==> src/rtl/sacf_pkg.sv <==
// Shared constants and types for the set-associative tag store with FIFO replacement.
package sacf_pkg;

	// Parameter defaults
	localparam int DEF_SET_COUNT = 64;
	localparam int DEF_WAYS      = 4;
	localparam int DEF_ADDR_BITS = 32;

	// Fixed stream payload widths
	localparam int IN_ADDR_W   = 32;
	localparam int OUT_WAY_W   = 2;
	localparam int OUT_TDATA_W = 8;

	// Lookup outcome handed from the compare logic to the pipeline
	typedef struct packed {
		logic hit;
		logic evicted;
		logic wr_en;
	} lkp_res_t;

endpackage

==> src/rtl/sacf_lookup.sv <==
// Parallel way compare, free-way search and FIFO victim selection for one set.
module sacf_lookup
	import sacf_pkg::*;
#(
	parameter int WAYS  = DEF_WAYS,
	parameter int TAG_W = DEF_ADDR_BITS,
	parameter int WAY_W = 1
) (
	input  logic [TAG_W-1:0]             tag,
	input  logic [WAYS-1:0][TAG_W-1:0]   row,
	input  logic [WAYS-1:0]              vld,
	input  logic [WAY_W-1:0]             ptr,
	output lkp_res_t                     res,
	output logic [WAY_W-1:0]             way,
	output logic [WAYS-1:0][TAG_W-1:0]   new_row,
	output logic [WAY_W-1:0]             new_ptr
);

	logic             hit;
	logic [WAY_W-1:0] hit_way;
	logic             free;
	logic [WAY_W-1:0] free_way;
	logic [WAY_W-1:0] victim;

	// Compare all ways; keep the lowest invalid way
	always_comb begin
		hit      = 1'b0;
		hit_way  = '0;
		free     = 1'b0;
		free_way = '0;
		for (int w = WAYS - 1; w >= 0; w--) begin
			if (vld[w] && (row[w] == tag)) begin
				hit     = 1'b1;
				hit_way = WAY_W'(w);
			end
			if (!vld[w]) begin
				free     = 1'b1;
				free_way = WAY_W'(w);
			end
		end
	end

	// Fill a free way, else replace the oldest and advance the pointer
	always_comb begin
		victim  = free ? free_way : ptr;
		new_row = row;
		new_row[victim] = tag;
		if (free) begin
			new_ptr = ptr;
		end else if (ptr == WAY_W'(WAYS - 1)) begin
			new_ptr = '0;
		end else begin
			new_ptr = ptr + WAY_W'(1);
		end
		way         = hit ? hit_way : victim;
		res.hit     = hit;
		res.evicted = !hit && !free;
		res.wr_en   = !hit;
	end

endmodule

==> config.mk <==
export PLATFORM = sky130hd
export DESIGN_NAME = sacf_lookup
export DESIGN_NICKNAME = d
export VERILOG_FILES = /design/src/rtl/sacf_pkg.sv /design/src/rtl/sacf_lookup.sv
export SDC_FILE = /design/constraint.sdc
export NUM_CORES = 1
export LEC_CHECK = 0
export ABC_AREA = 1
export BUFFER_PORTS_ARGS = -buffer_cell sky130_fd_sc_hd__clkbuf_2
export CORE_AREA = 2 2 117 119
export DETAILED_ROUTE_END_ITERATION = 6
export DIE_AREA = 0 0 119 121
export GPL_TIMING_DRIVEN = 0
export SLEW_MARGIN = 10
export SYNTH_ARGS = -nofsm -noshare
export SYNTH_HDL_FRONTEND = slang
export SYNTH_SLANG_ARGS = --single-unit
==> constraint.sdc <==
create_clock -name vclk -period 1.5
set_input_delay 0.075 -clock vclk [all_inputs]
set_output_delay 0.075 -clock vclk [all_outputs]
set_load 0.05 [all_outputs]
==> Word level (Yosys, flattened, before mapping) <==
Cells that the tools add are included.
{ "word_totals": {"input_bits": 165, "elab_cells": 36, "output_inout_bits": 133, "ff_bits": 0} }
{ "classes": {"magnitude_cmp": 2, "addsub": 1, "eq_ne": 4, "n_reduce_logical": 8, "mux": 21} }
{ "op_table": {"columns": ["cell", "n"], "rows": [
  ["$bwmux W128", 1],
  ["$eq A32 B32 Y1", 4],
  ["$demux W32 S1", 1],
  ["$mux W32", 1],
  ["$mux W1", 18],
  ["$logic_and A1 B1 Y1", 6],
  ["$lt A1 B3 Y1 const B", 1],
  ["$logic_not A1 Y1", 2],
  ["$add A1 B1 Y1 const B", 1],
  ["$ge A1 B1 Y1 const B", 1]
]} }

==> Depth between registers and ports, before layout <==
Gate-level depths: netlist of run 1.
{ "depth": {"ltp_word": 10, "mapped_depth": 13} }

==> Worst setup path after synthesis of run 1 <==
OpenSTA, ideal clock, no wires.
{ "synth_timing": {"kind": "in2out", "startpoint": "input port vld[3]", "endpoint": "output port new_row[51] (netlist bit)", "n_path_buf": 2, "cell_stages": 6, "arrival_time_ns": 1.723, "required_time_ns": 1.425, "setup_slack_ns": -0.298, "path_cell_list": "inv_1 a21oi_1 o22ai_1 buf_2 buf_2 o21ai_0"} }
{ "synth_lines": {"columns": ["item", "line_no", "source"], "rows": [
  ["start: declaration", "sacf_lookup.sv:11", "input logic [WAYS-1:0] vld,"],
  ["end: declaration", "sacf_lookup.sv:15", "output logic [WAYS-1:0][TAG_W-1:0] new_row,"]
]} }

==> Worst setup path after layout of run 1 <==
{ "layout_timing": {"startpoint": "input port tag[20]", "endpoint": "output port res[2] (netlist bit)"} }
{ "layout_via": {"elab_chain_len": 6, "elab_cells_between_ends": 12, "cone_classes": "4 x eq/ne; 4 x mux; 4 x reduce/logical"} }
{ "layout_rtl": {"columns": ["item", "line_no", "source"], "rows": [
  ["start: declaration", "sacf_lookup.sv:9", "input logic [TAG_W-1:0] tag,"],
  ["$eq A32 B32 Y1", "sacf_lookup.sv:32", "if (vld[w] && (row[w] == tag)) begin"],
  ["$logic_and A1 B1 Y1", "sacf_lookup.sv:32", null],
  ["$mux W1 (3 in series)", "sacf_lookup.sv:32", null],
  ["$mux W1 (*)", "sacf_lookup.sv:32", null],
  ["end: declaration", "sacf_lookup.sv:13", "output lkp_res_t res,"]
]} }
Mark *: on every way between the ends. The rest lies on a longest branch, timed or not.

==> impl_metrics.ini, run 1 <==
[sta]
worst_pin_slew_ns = 0.308
setup_tns_ns = -0.0137
setup_ws_ns = -0.0137
setup_viol = 1
relSlewSlack = 0.795
fin_crit_ns = 1.51
hold_ws_ns = 0.551
max_freq_mhz = 661
finalMaxSlewViolations = 0
fin_crit_sh = 1.01
finalHoldViolCount = 0
rsz0062_at_grt = yes

[global_routing]
gr-max-usage-layer = met2
antenna_found_initial = 0
grtUsageMet2 = 0.494
grt_pass1_vias = 4858
met3_usage = 0.0371
globalRouteTotalUtil = 0.267
grt-ovfl-total = 0
grtUsageMet1 = 0.335
grt_pass1_wl_um = 28800
grt_max_degree = 11

[routing]
drc = 0
detail-route-antenna-nets = 0
num_vias = 5353
routedWlPerCell_um = 17.0
vias_per_cell = 4.48
firstDrtPassIters = 5
wl_um = 20300
drt_iter0_markers = 378

[worst_setup_path]
crit_path_start_kind = input port
worst-endpoint-required_ns = 1.42
crit_fanout = 4
worst_ep_arrival_time_ns = 1.44
crit_type = in2out
slowest_stage = clkbuf_4
critPathTopFamily = simple AND/OR/NAND/NOR gates
crit_buf_inv = 4
slowest_delay_ns = 0.16
path_cells = clkbuf_4 > inv_2 > nand2_2 > nand2_1 > nor2_1 > nand2_1 > nor2_2 > nand3_2 > nor2_4 > nor2_2 > nand2_2 > buf_6 > clkbuf_16
crit_path_end_kind = output port

[pwr]
power_frac_comb = 1.000
cellLeakagePower_nw = 3.43
irDropWorstVdd_mv = 0.205
swShare = 0.680
pwr-share-seq = 0
power_mw = 2.82
internal-power_uw = 901
clock_power_share = 0
switchingPower_mw = 1.92
p_per_area_mw_per_mm2 = 484

[yosys]
syn_avg_cell_area_um2 = 4.73
synth_area_mm2 = 0.00341
postSynthNetCount = 886
yosysSeqAreaShare = 0
ys_warn_count = 0
ys_types = 29
synthCells = 721

[floorplanning]
coreArea_mm2 = 0.0131
io_pins = 298
die_area_mm2 = 0.0144
die_w_um = 119
initial_core_util = 0.261
rows = 42
die_h_um = 121

[finish]
clockBufferCount = 0
multi_input_area_mm2 = 0.00267
area_delta_synth_final_pct = 70.7
antenna-diode-count = 0
drive_gt1_frac = 0.479
regArea_um2 = 0
final_cells = 1196
nets = 1187
nFillCells = 1524
seq_cell_count = 0

[place]
port_buffers = 293
dp_slack_ns = -0.317
hpwlAfterDp_um = 17200
place_congestion = 0.944
place_inst = 1190

[clocking]
hold_buffers = 0

[outcome]
status = finished with violations
violations = negative setup slack

[worst_hold_path]
hold_depth = 4
worstHoldStart = row[8]
hp-class = in2out
worstHoldEndpoint = new_row[8]

[job]
maxCapViolCount = 0
==> power groups by stage <==
stage                     Clock (mW)  Combinational (mW)  Sequential (mW)
after floorplan                    0                1.70                0
after global placement             0                2.54                0
after detailed placement           0                2.55                0
after CTS                          0                2.70                0
after global routing               0                2.98                0
final                              0                2.82                0
==> cell usage in the layout (no fill, tap or decap), types with 2 or more instances in the layout <==
cell type and instances:
nand2_1 262, clkbuf_2 207, buf_4 101, inv_1 75
nor2_1 53, o21ai_0 47, clkbuf_4 38, o21ai_1 29
nor2_2 24, buf_6 20, nand2_2 19, xor2_1 18
inv_2 16, xnor2_1 16, inv_4 12, nand3_1 11
a21oi_2 10, buf_2 7, a21oi_1 5, nor2_4 5
clkbuf_8 5, nand3_2 4, or2_0 4, nand4_1 3
xnor2_2 3, buf_8 3, inv_6 2, nor3_2 2
nand2_4 2, or2_1 2, o211ai_1 2, or2_2 2
==> stage by stage <==
stage               area (µm²)  utilization
global route              5820        0.445
global placement          5130        0.392
detailed placement        5130        0.392
floorplan                 3450            -
finish                    5820        0.445
CTS                       5550        0.424
==> timing repair <==
item,CTS,global route
buffers inserted,2,4
gates resized for setup,135,142
endpoints found under the hold margin,0,0
endpoints found under the setup margin,68,66
pin swaps,19,37
==> layout make-up <==
type | count | share of cell area
timing repair buffer | 299 | 0.313
tap | 176 | 0.0378
buffer | 84 | 0.116
inverter | 105 | 0.0746
multi-input combinational | 532 | 0.458
==> worst max path at each step <==
stage | from | to | cells after the start
2_1_floorplan | vld[3] | new_row[51] | 6
3_5_place_dp | vld[2] | new_row[53] | 7
6_report | tag[20] | res[2] | 13
4_1_cts | tag[10] | res[2] | 13
5_1_grt | tag[5] | res[2] | 12
3_3_place_gp | vld[2] | new_row[53] | 7
==> worst min-delay path, cell delays in order <==
cell and delay, ns:
clkbuf_2 0.10, nand2_1 0.06, o21ai_1 0.06, buf_4 0.19
==> metal layers <==
metal  share of wire  wire, µm  vias up
met3           0.078      1580       20
li1                -         -     2731
met5               0         0        -
met4           0.021       419        0
met2            0.49      9870      270
met1            0.42      8420     2332
==> synthesized netlist by cell type (all sizes together) <==
master	number	area (µm²)
o21ai	77	385
nor2	82	345
and2	1	6.26
or2	8	50.0
nor3	3	15.0
mux2	1	11.3
o22ai	1	6.26
xor2	18	158
nand2	283	1060
o21a	1	7.51
o211ai	2	15.0
xnor2	20	175
buf	79	563
nand3	15	80.1
nand2b	1	6.26
nand4	4	31.3
clkbuf	5	20.0
inv	105	394
a21oi	15	75.1
==> logic make-up (layout without fill, tap and decap cells) <==
group,after synthesis,count (layout),share of synthesized area
AND/OR/NAND/NOR,397,397,0.469
buffers and inverters,189,488,0.287
AO/OA/AOI/OAI,96,96,0.143
XOR/XNOR,38,38,0.0976
multiplexers,1,1,0.00330
Note: power is estimated with default switching activity, not from simulation.
==> run 2: changes to the inputs <==
Settings changed: CAP_MARGIN from default to 20.
Clock period 1.5 ns to 1.6 ns, I/O delays scaled along.
==> impl_metrics.ini, run 2 (synthesized netlist as in run 1, its figures left out) <==
[outcome]
status = complete, no violations

[job]
maxCapViolCount = 0

[sta]
worst_pin_slew_ns = 0.391
relSlewSlack = 0.738
max_freq_mhz = 630
finalMaxSlewViolations = 0
fin_crit_ns = 1.59
setup_viol = 0
setup_ws_ns = 0.0120
hold_ws_ns = 0.577
finalHoldViolCount = 0
fin_crit_sh = 0.992
setup_tns_ns = 0
rsz0062_at_grt = yes

[global_routing]
grt_max_degree = 11
antenna_found_initial = 0
grt-ovfl-total = 0
globalRouteTotalUtil = 0.264
grt_pass1_wl_um = 28700
grt_pass1_vias = 4974

[place]
port_buffers = 293
place_inst = 1190
dp_slack_ns = -0.343
hpwlAfterDp_um = 17400
place_congestion = 0.946
placed_cell_area_mm2 = 0.00511

[worst_setup_path]
slowest_stage = nor2_2
slowest_delay_ns = 0.20
crit_path_start_kind = input port
crit_path_end_kind = output port
path_cells = clkbuf_4 > xor2_1 > nor2_2 > nand2_2 > nor2_4 > and2_4 > nand3_1 > nand2_2 > nand3_1 > nand2_1 > buf_8
worst-endpoint-required_ns = 1.52
crit_fanout = 6
worst_ep_arrival_time_ns = 1.51
crit_type = in2out

[finish]
stdcell_area_mm2 = 0.00546
clockBufferCount = 0
finalCoreUtilization = 0.417
nets = 1182
regArea_um2 = 0
drive_gt1_frac = 0.450
seq_cell_count = 0
mostFrequentLayoutCells = nand2_1, clkbuf_2, buf_4
final_cells = 1191
area_delta_synth_final_pct = 60.1
mostFrequentLayoutCell = nand2_1
antenna-diode-count = 0

[routing]
num_vias = 5344
routedWlPerCell_um = 16.7
wl_um = 19900
firstDrtPassIters = 5
detail-route-antenna-nets = 0
vias_per_cell = 4.49
drc = 0
drt_iter0_markers = 368

[floorplanning]
die_w_um = 119
coreArea_mm2 = 0.0131
die_h_um = 121
initial_core_util = 0.261
rows = 42
io_pins = 298
die_area_mm2 = 0.0144

[worst_hold_path]
hp-class = in2out
hold_depth = 4

[pwr]
power_frac_comb = 1.000
power_mw = 2.50
internal-power_uw = 744
p_per_area_mw_per_mm2 = 458
swShare = 0.703
irDropWorstVdd_mv = 0.184
switchingPower_mw = 1.76
clock_power_share = 0
cellLeakagePower_nw = 3.31
pwr-share-seq = 0
-- run 2: changes by cell type in the layout (fill, tap and decap cells not counted), moves of 6 or more --
| cell | before | now |
|---|---|---|
| clkbuf_2 | 207 | 237 |
| nand2_2 | 19 | 6 |
| buf_2 | 7 | 17 |
| inv_2 | 16 | 25 |
| nand2_1 | 262 | 276 |
| a21oi_2 | 10 | 4 |
| a21oi_1 | 5 | 11 |
| clkbuf_4 | 38 | 32 |
| inv_4 | 12 | 3 |
| buf_4 | 101 | 84 |
| buf_6 | 20 | 5 |
-- run 2: metal layers --
| layer | routed length [µm] | track usage | vias to the layer above |
|---|---|---|---|
| met5 | 0 | 0 | - |
| met4 | 183 | 0.0298 | 0 |
| met3 | 1620 | 0.0451 | 12 |
| met2 | 9780 | 0.475 | 257 |
| met1 | 8330 | 0.340 | 2372 |
| li1 | - | - | 2703 |
-- run 2: critical path, delay by kind of cell --
kind / cells / cell delay, ns
xor+xnor: 1 / 0.18
buf+inv: 2 / 0.32
simple gates: 8 / 0.93
-- run 2: power by group through the flow --
stage / sequential, mW / clock [mW] / combinational (mW)
6_report: 0 / 0 / 2.50
5_1_grt: 0 / 0 / 2.66
3_3_place_gp: 0 / 0 / 2.38
3_5_place_dp: 0 / 0 / 2.38
4_1_cts: 0 / 0 / 2.45
2_1_floorplan: 0 / 0 / 1.58
-- run 2: final timing paths --
path | endpoint | startpoint
worst max-delay path | way | tag[16]
worst min-delay path | new_row[43] | row[43]
-- run 2: cell type report --
class	count	area, µm²
fill	1581	7630
timing repair buffer	294	1630
tap	176	220
multi-input combinational	532	2580
inverter	105	405
buffer	84	626
-- run 2: repair_timing --
item,CTS,global route
setup buffers,1,0
resized for setup,54,106
hold buffers,0,0
pin swaps,11,29
endpoints found under the setup margin,66,67
